--- src/rtl/dqls_pkg.sv ---
// ----------------------------------------------------------------------------
// dqls_pkg: shared types and constants for the ring-store deque
// Store geometry, request and status codes, and the command and status
// bundles that pass between the controller and the datapath.
// ----------------------------------------------------------------------------
package dqls_pkg;

  // Store geometry
  localparam int DEPTH  = 64;
  localparam int ADDR_W = $clog2(DEPTH);
  localparam int CNT_W  = $clog2(DEPTH + 1);
  localparam int SUM_W  = CNT_W + 1;

  // Fixed field widths on the stream ports
  localparam int REQ_W  = 2;
  localparam int VAL_W  = 32;
  localparam int STAT_W = 3;
  localparam int OUT_W  = 7;

  // Request codes (code 3 is unused and answers as not found)
  localparam logic [REQ_W-1:0] REQ_PUSH_FRONT = 2'd0;
  localparam logic [REQ_W-1:0] REQ_PUSH_BACK  = 2'd1;
  localparam logic [REQ_W-1:0] REQ_SEARCH     = 2'd2;

  typedef enum logic [STAT_W-1:0] {
    ST_PUSHED   = 3'd0,
    ST_FULL     = 3'd1,
    ST_EMPTY    = 3'd2,
    ST_NOTFOUND = 3'd3,
    ST_FOUND    = 3'd4
  } status_t;

  typedef enum logic {
    S_IDLE,
    S_SEARCH
  } state_t;

  // Controller to datapath
  typedef struct packed {
    logic    wr_front;
    logic    wr_back;
    logic    start_search;
    logic    search_run;
    logic    out_load;
    status_t out_status;
  } cmd_t;

  // Datapath to controller
  typedef struct packed {
    logic full;
    logic empty;
    logic hit;
    logic last;
    logic out_valid;
  } dp_stat_t;

  // Physical slot of list offset off, taken modulo DEPTH
  function automatic logic [ADDR_W-1:0] ring_slot(input logic [ADDR_W-1:0] head,
                                                 input logic [CNT_W-1:0]  off);
    logic [SUM_W-1:0] sum;
    sum = SUM_W'(head) + SUM_W'(off);
    if (sum >= SUM_W'(DEPTH)) begin
      sum = sum - SUM_W'(DEPTH);
    end
    return sum[ADDR_W-1:0];
  endfunction

endpackage

--- src/rtl/dqls_ctrl.sv ---
// ----------------------------------------------------------------------------
// dqls_ctrl: request sequencer
// Decodes each accepted request, issues push and search commands to the
// datapath and decides when a result is loaded into the output register.
// ----------------------------------------------------------------------------
module dqls_ctrl (
  input  logic                        clk,
  input  logic                        rst,
  input  logic                        s_valid,
  input  logic [dqls_pkg::REQ_W-1:0]  req_type,
  input  logic                        m_ready,
  input  dqls_pkg::dp_stat_t          stat,
  output logic                        s_ready,
  output dqls_pkg::cmd_t              cmd
);
  import dqls_pkg::*;

  state_t state;
  state_t state_next;
  logic   accept;

  // Take a request only when idle and the output register will be free
  assign s_ready = (state == S_IDLE) && (!stat.out_valid || m_ready);
  assign accept  = s_valid && s_ready;

  // State register
  always_ff @(posedge clk) begin
    if (rst) begin
      state <= S_IDLE;
    end else begin
      state <= state_next;
    end
  end

  // Next state
  always_comb begin
    state_next = state;
    unique case (state)
      S_IDLE: begin
        if (accept && (req_type == REQ_SEARCH) && !stat.empty) begin
          state_next = S_SEARCH;
        end
      end
      S_SEARCH: begin
        if (stat.hit || stat.last) begin
          state_next = S_IDLE;
        end
      end
      default: state_next = S_IDLE;
    endcase
  end

  // Command outputs
  always_comb begin
    cmd.wr_front     = 1'b0;
    cmd.wr_back      = 1'b0;
    cmd.start_search = 1'b0;
    cmd.search_run   = 1'b0;
    cmd.out_load     = 1'b0;
    cmd.out_status   = ST_PUSHED;
    unique case (state)
      S_IDLE: begin
        if (accept) begin
          unique case (req_type)
            REQ_PUSH_FRONT, REQ_PUSH_BACK: begin
              cmd.out_load = 1'b1;
              if (stat.full) begin
                cmd.out_status = ST_FULL;
              end else begin
                cmd.wr_front   = (req_type == REQ_PUSH_FRONT);
                cmd.wr_back    = (req_type == REQ_PUSH_BACK);
                cmd.out_status = ST_PUSHED;
              end
            end
            REQ_SEARCH: begin
              if (stat.empty) begin
                cmd.out_load   = 1'b1;
                cmd.out_status = ST_EMPTY;
              end else begin
                cmd.start_search = 1'b1;
              end
            end
            default: begin
              cmd.out_load   = 1'b1;
              cmd.out_status = ST_NOTFOUND;
            end
          endcase
        end
      end
      S_SEARCH: begin
        cmd.search_run = 1'b1;
        if (stat.hit) begin
          cmd.out_load   = 1'b1;
          cmd.out_status = ST_FOUND;
        end else if (stat.last) begin
          cmd.out_load   = 1'b1;
          cmd.out_status = ST_NOTFOUND;
        end
      end
      default: begin
        cmd.out_load = 1'b0;
      end
    endcase
  end

endmodule

--- src/rtl/dqls_datapath.sv ---
// ----------------------------------------------------------------------------
// dqls_datapath: ring store, pointers, search walker and result register
// Holds the entry memory with head index and count, walks the list one
// registered memory read per cycle, and keeps the outgoing result.
// ----------------------------------------------------------------------------
module dqls_datapath (
  input  logic                         clk,
  input  logic                         rst,
  input  dqls_pkg::cmd_t               cmd,
  input  logic [dqls_pkg::VAL_W-1:0]   value,
  input  logic                         m_ready,
  output dqls_pkg::dp_stat_t           stat,
  output logic                         out_valid,
  output logic [dqls_pkg::STAT_W-1:0]  out_status,
  output logic [dqls_pkg::OUT_W-1:0]   out_position,
  output logic [dqls_pkg::OUT_W-1:0]   out_count
);
  import dqls_pkg::*;

  logic [VAL_W-1:0]  mem [DEPTH];
  logic [ADDR_W-1:0] head;
  logic [ADDR_W-1:0] head_next;
  logic [CNT_W-1:0]  count;
  logic [CNT_W-1:0]  count_next;
  logic [VAL_W-1:0]  key;
  logic [CNT_W-1:0]  rd_idx;
  logic [CNT_W-1:0]  cmp_idx;
  logic              cmp_valid;
  logic [VAL_W-1:0]  rdata;
  logic [ADDR_W-1:0] wr_addr;
  logic              rd_en;

  // Pointer updates for a push
  always_comb begin
    head_next  = head;
    count_next = count;
    wr_addr    = ring_slot(head, count);
    if (cmd.wr_front) begin
      head_next = (head == '0) ? ADDR_W'(DEPTH - 1) : head - 1'b1;
      wr_addr   = head_next;
    end
    if (cmd.wr_front || cmd.wr_back) begin
      count_next = count + 1'b1;
    end
  end

  always_ff @(posedge clk) begin
    if (rst) begin
      head  <= '0;
      count <= '0;
    end else begin
      head  <= head_next;
      count <= count_next;
    end
  end

  // Entry memory write port
  always_ff @(posedge clk) begin
    if (cmd.wr_front || cmd.wr_back) begin
      mem[wr_addr] <= value;
    end
  end

  // Search walker: read offset rd_idx, compare the data in the following cycle
  assign rd_en = cmd.search_run && (rd_idx < count);

  always_ff @(posedge clk) begin
    if (rd_en) begin
      rdata <= mem[ring_slot(head, rd_idx)];
    end
  end

  always_ff @(posedge clk) begin
    if (rst) begin
      cmp_valid <= 1'b0;
    end else if (cmd.start_search) begin
      cmp_valid <= 1'b0;
    end else begin
      cmp_valid <= rd_en;
    end
  end

  always_ff @(posedge clk) begin
    if (cmd.start_search) begin
      key    <= value;
      rd_idx <= '0;
    end else if (rd_en) begin
      rd_idx  <= rd_idx + 1'b1;
      cmp_idx <= rd_idx;
    end
  end

  // Status toward the controller
  assign stat.full      = (count == CNT_W'(DEPTH));
  assign stat.empty     = (count == '0);
  assign stat.hit       = cmp_valid && (rdata == key);
  assign stat.last      = cmp_valid && (cmp_idx == count - 1'b1);
  assign stat.out_valid = out_valid;

  // Result register
  always_ff @(posedge clk) begin
    if (rst) begin
      out_valid <= 1'b0;
    end else if (cmd.out_load) begin
      out_valid <= 1'b1;
    end else if (m_ready) begin
      out_valid <= 1'b0;
    end
  end

  always_ff @(posedge clk) begin
    if (cmd.out_load) begin
      out_status   <= cmd.out_status;
      out_count    <= OUT_W'(count_next);
      out_position <= (cmd.out_status == ST_FOUND) ? OUT_W'(cmp_idx + 1'b1) : '0;
    end
  end

  // Checks
  a_count_range: assert property (@(posedge clk) disable iff (rst)
    count <= CNT_W'(DEPTH))
    else $error("entry count above store depth");

  a_push_not_full: assert property (@(posedge clk) disable iff (rst)
    (cmd.wr_front || cmd.wr_back) |-> !stat.full)
    else $error("push written into a full store");

  a_no_overwrite: assert property (@(posedge clk) disable iff (rst)
    cmd.out_load |-> (!out_valid || m_ready))
    else $error("result register reloaded while still held");

  a_hit_in_list: assert property (@(posedge clk) disable iff (rst)
    stat.hit |-> (cmp_idx < count))
    else $error("match reported beyond the list end");

endmodule

--- src/rtl/deque_with_linear_search.sv ---
// ----------------------------------------------------------------------------
// deque_with_linear_search: bounded deque in a ring store with search
// Top level joining the request sequencer and the datapath.
// ----------------------------------------------------------------------------
// Usage:
//   Slave channel: tuser carries req_type (push front, push back, search),
//   tdata carries the 32-bit value to push or to look for.
//   Master channel: tuser carries status, tdata carries position and the
//   entry count after the request. Every request yields one transaction.
//   Push, full drop, empty search and the unused code: the result is in the
//   output register in the cycle after acceptance; the next request can be
//   taken in that same cycle while the receiver is ready, so these run at one per cycle.
//   Search: the walker reads one entry per cycle from the single memory
//   read port and compares it in the next cycle; the result is loaded on
//   the first match or once the last entry has been compared. Requests are
//   processed one at a time.
//   Reset: head and count go to zero (list empty); store contents are not
//   cleared and need no clearing pass, since only written entries are read.
//   Receiver stall: the result waits in the output register and no new
//   request is taken until it is consumed or consumed in the same cycle.
// ----------------------------------------------------------------------------
module deque_with_linear_search (
  input  logic        clk,
  input  logic        rst,
  input  logic        s_axis_tvalid,
  output logic        s_axis_tready,
  input  logic [31:0] s_axis_tdata,   // [31:0] value
  input  logic [1:0]  s_axis_tuser,   // [1:0] req_type
  output logic        m_axis_tvalid,
  input  logic        m_axis_tready,
  output logic [15:0] m_axis_tdata,   // [6:0] position, [13:7] count, [15:14] zero
  output logic [2:0]  m_axis_tuser    // [2:0] status
);
  import dqls_pkg::*;

  cmd_t              cmd;
  dp_stat_t          stat;
  logic [OUT_W-1:0]  out_position;
  logic [OUT_W-1:0]  out_count;

  dqls_ctrl u_ctrl (
    .clk      (clk),
    .rst      (rst),
    .s_valid  (s_axis_tvalid),
    .req_type (s_axis_tuser),
    .m_ready  (m_axis_tready),
    .stat     (stat),
    .s_ready  (s_axis_tready),
    .cmd      (cmd)
  );

  dqls_datapath u_datapath (
    .clk          (clk),
    .rst          (rst),
    .cmd          (cmd),
    .value        (s_axis_tdata),
    .m_ready      (m_axis_tready),
    .stat         (stat),
    .out_valid    (m_axis_tvalid),
    .out_status   (m_axis_tuser),
    .out_position (out_position),
    .out_count    (out_count)
  );

  // Pack result fields, lowest first, padded to whole bytes
  assign m_axis_tdata = {2'b00, out_count, out_position};

endmodule
--- config.mk ---
export PLATFORM = sky130hd
export DESIGN_NAME = deque_with_linear_search
export DESIGN_NICKNAME = d
export VERILOG_FILES = /design/src/rtl/dqls_pkg.sv /design/src/rtl/dqls_ctrl.sv /design/src/rtl/dqls_datapath.sv /design/src/rtl/deque_with_linear_search.sv
export SDC_FILE = /design/constraint.sdc
export NUM_CORES = 2
export LEC_CHECK = 0
export BUFFER_PORTS_ARGS = -buffer_cell sky130_fd_sc_hd__buf_2
export CAP_MARGIN = 30
export CORE_MARGIN = 1
export CORE_UTILIZATION = 35
export CTS_CLUSTER_SIZE = 16
export DETAILED_ROUTE_END_ITERATION = 12
export GPL_TIMING_DRIVEN = 0
export SYNTH_ARGS = -nofsm -noshare
export SYNTH_HDL_FRONTEND = slang
export SYNTH_HIERARCHICAL = 1
export SYNTH_SLANG_ARGS = --single-unit
--- constraint.sdc ---
create_clock -name clk -period 5.1 [get_ports clk]
set_clock_uncertainty 0.15 [all_clocks]
set_input_delay 0.51 -clock clk [delete_from_list [all_inputs] [get_ports clk]]
set_output_delay 0.51 -clock clk [all_outputs]
set_load 0.02 [all_outputs]
Word-level counts from Yosys, hierarchy flattened --
Memories as Yosys holds them, arrays and structs flattened. A register that Yosys moved wholly into a read port is not among the register bits. Index checks and enable logic that the tools add are counted.
Word-level totals: output and inout port bits 21, logic and storage cells 78, memories kept 1, flip-flop bits (word level) 79, memory bits (writable) 2048, input bits 38
Cells by class: reductions and logical operators 19, eq/ne operators 6, bitwise logic cells 2, add/subtract/negate cells 9, order comparisons 3, multiplexer cells 27
Memory list:
- u_datapath.mem | depth 64, bits a word 32, rd ports 1, clocked after memory_dff 1, write ports 1, RTL line dqls_datapath.sv:20 | logic [VAL_W-1:0] mem [DEPTH];
Operators by type and width (count):
- $eq 32x32->1 | 1
- $mux 6 | 5
- $add 7x1->7 const B | 3
- $sub 6x1->6 const B | 3
- $add 6x7->8 | 2
- $ge 8x7->1 const B | 2
- $mux 4 | 4
- $pmux 4 s2 | 2
- $mux 1 | 10
- $eq 7x7->1 | 1
- $eq 7x7->1 const B | 1
- $logic_and 1x1->1 | 7
- $logic_not 7->1 | 1
- $lt 7x7->1 | 1
- $mux 7 | 1
- $sub 7x1->7 const B | 1
- $logic_not 6->1 | 1
- $mux 3 | 2
- $mux 2 | 2
- $reduce_or 2->1 | 2
- $eq 3x3->1 const B | 1
- $logic_or 1x1->1 | 3
- $eq 2x1->1 const B | 1
- $eq 2x2->1 const B | 1
- 6 further kinds | 8

Longest topological paths before layout --
word-level depth 9, mapped depth 12, mapped depth without buffers 12

Modules after synthesis --
Netlist, hierarchy kept.
Modules (own cells, without submodules):
- dqls_datapath | seq. area each 64581.9 um^2, cells each 3952, area each 83832.9 um^2, times used 1
- dqls_ctrl | seq. area each 20.0 um^2, cells each 22, area each 165.2 um^2, times used 1
- deque_with_linear_search | seq. area each 0.0 um^2, cells each 3, area each 18.8 um^2, times used 1

Worst setup path before layout --
No wires, ideal clock.
kind reg-to-reg, from reg u_datapath.count[0], to mem u_datapath.mem[57][0] (enable), setup time 422 ps, setup slack 629 ps, stages on the path, launching flop included 13, data required time 4528 ps, clock period less this slack 4471 ps, path buffers 3, arrival 3900 ps, path through dfxtp_1 inv_1 ha_1 nand2_1 nor2_1 nor4_1 clkbuf_1 clkbuf_1 buf_1 a21oi_1 nor2_1 nand2_1 nor2_1
RTL lines:
- from (decl) | RTL line dqls_datapath.sv:23 | logic [CNT_W-1:0] count;
- from (signal assigned) | RTL line dqls_datapath.sv:53 | count <= count_next;
- to (decl) | RTL line dqls_datapath.sv:20

Worst setup path after layout --
from reg u_datapath.head[0], to reg u_datapath.rdata[2], read port of u_datapath.mem, data pin
On the way: cells in the longest elaborated chain, start to end 4, elaborated cells between the ends (all ways) 5, those cells by class add/sub (2); order compare (1); mux (2)
RTL lines:
- from (decl) | RTL line dqls_datapath.sv:21 | logic [ADDR_W-1:0] head;
- from (signal assigned) | RTL line dqls_datapath.sv:52 | head <= head_next;
- $add 6x7->8 * | RTL line dqls_pkg.sv:61 | sum = SUM_W'(head) + SUM_W'(off);
- $ge 8x7->1 / $sub 6x1->6 (equally long branches) | RTL line dqls_pkg.sv:62, dqls_pkg.sv:63
- $mux 6 * | RTL line dqls_pkg.sv:62 | if (sum >= SUM_W'(DEPTH)) begin
- $mux 6 * | RTL line dqls_datapath.sv:68 | if (rd_en) begin
- to (decl) | RTL line dqls_datapath.sv:29 | logic [VAL_W-1:0] rdata;
Mark *: on every way between the ends. The rest lies on a longest branch, timed or not. The select of a mux whose other input is x is not followed. A chain may end at the register's enable or synchronous reset.

==> impl_results.md <==
- Status: finished, violations left
- Lkg Pwr: 31.0 nW
- TritonCTS clock tree: done
- Layout area overhead: 17.6%
- Final Hold Vio Count: 0
- Post-route ant nets: 0
- Area fraction in compound gates after synthesis: 2.38%
- Setup ws final: -0.0574 ns
- Row Count: 179
- Vias: 42900
- Skew-Pair Late Insertion Delay: 0.84 ns
- Initial antenna violation count: 15
- Clock power share: 30.1%
- I/O Pins: 59
- CP endpoint kind: register
- Net Switching: 0.0158 W
- Slew Limit Fails: 0
- Crit. Startpoint: u_datapath/head[0]
- Main synth FF type: edfxtp_1
- WL per Instance: 29.0 um
- Crit start category: register
- Post-synthesis sequential area ratio: 76.9%
- Least-Margin Pin Slew: 1.05 ns
- Clock slew seen by the registers of the worst setup and hold paths: 0.06 ns
- HPWL after DPL: 152000 um
- Synth Register Bits: 2159
- Full die area: 242000 um2
- RSZ-0062 raised after global routing: false
- Warning count from the yosys run: 6
- Reg power frac: 39.9%
- Final Cycle Share: 101%
- Synth Area in Adders: 0.390%
- Maximum clock rate: 194 MHz
- HP Class: primary input to register
- Cells after synthesis: 3977
- Synth Cell Area: 84000 um2
- Root Buffer: clkbuf_16
- Top-count cell post-synth: edfxtp_1
- Sw Ratio: 31.7%
- DRC viols: 16
- Critical Path RT: 5.50 ns
- Max transition margin: 29.7%
- Layout cell share with drive strength beyond 1: 27.2%
- Vias per cell: 5.51
- Largest area contributor in the netlist: edfxtp_1
- Final hold slack: 0.0750 ns
- Clock sinks: 2159
- Initial Util: 35.3%
- Port-buffer cells: 56
- Pint: 0.0340 W
- Total GRT Usage: 18.5%
- Violated checks: design-rule violations, negative setup slack
- Max IR drop VDD: 0.291 mV
- Synth Area in Simple Gates: 3.71%
- Power per cell area: 503 nW/um2
- Hold Crit Start: s_axis_tdata[7]
- Synth unique cells: 66
- Area fraction of the dominant cell type after synthesis: 76.3%
- Combinational share of power: 30.1%
- Post-synthesis mux area share: 14.6%
- Async S/R FF share, synth: 0%
- Grt total ovfl: 0
- H-tree Lvls: 4
- Top post-synthesis cells by area: edfxtp_1 76%, mux4_2 14%, nor2_1 0.82%, and3_1 0.77%, nor4_1 0.77%
- Largest family of logic cells by synthesized area: multiplexers
- Vias in the first global route: 42200
- Total CTS buffers: 212
- DR iter-0 viols: 4983
- WP data arrival: 5.55 ns
- R2r startpoint: u_datapath/head[0]
- Post-synthesis xor/xnor area fraction: 0.676%
- Routability congestion estimate: 0.921
- Pre-CTS WS: -0.0984 ns
- Largest net degree at the start of global routing: 66
- Min Clock Period, post-route: 5.16 ns
- Final WL: 226000 um
- Avg Inst Size Synth: 21.1 um2
- Die height: 492 um
- Max Root-Sink Buffers: 3
- Endpoints failing setup: 7
- Core area: 238000 um2
- WS Path Type: register to register
- Chip Width: 492 um
- Post-synth top cells: 2136 x edfxtp_1, 512 x mux4_2, 184 x nor2_1
- First-pass GRT wire length: 318000 um
- Crit-path max FO: 11
- Max_cap viols: 0
- Post-synth EDFFs: 2136
- Layout net count: 4508
- Drt first pass iters: 9
-- final cells by class --
cell class	instances	area (um2)
fillers	20700	140000
flip-flops and latches	2159	64600
multi-input cells	1566	18900
clock buffers	266	5530
well taps	3167	3960
repair buffers	253	3630
clock inverters	121	1060
plain buffers	231	1020
inverters	22	82.6
diodes	4	10.0
-- kinds of logic (layout without fill, tap and decap cells) --
logic type,count (synthesis),in the layout
DFF,2159,2159
and+or+nand+nor,588,588
muxes,584,584
AOI/OAI and AO/OA,303,303
buffers and inverters,253,893
xor gates and xnor gates,64,64
adders and majority gates,25,25
other,1,6
-- repair_timing --
action / CTS / global route
hold buffers: 24 / 0
pin swaps: 0 / 16
gates resized for setup: 16 / 4
buffers inserted: 0 / 32
endpoints found under the hold margin: 315 / 0
setup endpoints to repair: 12 / 788
-- state kept, by name (all words and copies together) (netlist names) --
name / cells
u_ctrl/state: 1
u_datapath/cmp_idx: 7
u_datapath/cmp_valid: 1
u_datapath/count: 7
u_datapath/head: 6
u_datapath/key: 32
u_datapath/mem: 2048
u_datapath/out_count: 7
u_datapath/out_position: 7
u_datapath/out_status: 3
u_datapath/out_valid: 1
u_datapath/rd_idx: 7
u_datapath/rdata: 32
-- metrics by stage --
stage	total power [W]	cells	instance area (um2)	setup TNS, ns	util (%)
global route	0.0512	7787	98800	0	41.5
detailed placement	0.0350	7341	91400	-0.534	38.4
finish	0.0497	7789	98800	-0.229	41.5
CTS	0.0500	7752	98300	0	41.3
global placement	0.0346	7201	88300	-3502.41	37.0
floorplan	0.0291	3978	84000	0	-
-- cell usage in the layout (no fill, tap or decap), types with 23 or more instances in the layout --
cell,synthesis,routed
edfxtp_1,2136,2136
mux4_2,512,512
clkbuf_16,0,213
clkbuf_1,121,172
buf_2,82,143
nor2_1,184,128
and3_1,103,103
nor4_1,103,86
a21oi_1,86,86
o21ai_0,80,79
buf_12,0,78
nand3_1,77,77
nor2_4,0,64
clkinv_1,0,49
buf_4,6,45
xnor2_1,46,45
buf_16,0,38
mux2i_1,37,37
clkinv_2,0,35
nor2b_1,35,35
mux2_2,35,35
o211a_1,33,33
o22ai_1,33,33
a32oi_1,32,32
dlygate4sd3_1,0,24
dfxtp_1,23,23
ha_1,23,23
-- worst max-delay path: stages (launching register included) --
cell	delay, ns
dfxtp_1	0.40
ha_1	0.27
fa_1	0.80
buf_2	0.50
buf_2	0.67
clkbuf_1	0.63
mux4_2	0.40
nor2b_1	0.15
nor4_1	0.73
nor4_1	0.13
-- worst paths after layout --
kind | depth (start not counted) | endpoint | slack, ns
worst max-delay path | 9 | u_datapath/rdata[2] | -0.06
worst min-delay path | 1 | u_datapath/mem[62][7] | 0.07
worst max register to register | 9 | u_datapath/rdata[2] | -0.06
worst min register to register | 2 | u_datapath/rd_idx[6] | 0.36
-- power by group through the flow --
stage	combinational [W]	clock (W)	sequential [W]
4_1_cts	0.0150	0.0152	0.0198
5_1_grt	0.0156	0.0158	0.0198
6_report	0.0150	0.0149	0.0198
3_5_place_dp	0.0148	0	0.0202
2_1_floorplan	0.00895	0	0.0202
3_3_place_gp	0.0144	0	0.0202
-- metal layers --
layer	share of wire [%]	GRT usage [%]
met1	40	25.2
met2	48	29.5
met3	8.3	3.25
met4	4.0	7.31
met5	0.0040	0
Power figures use the tool's default switching activity.
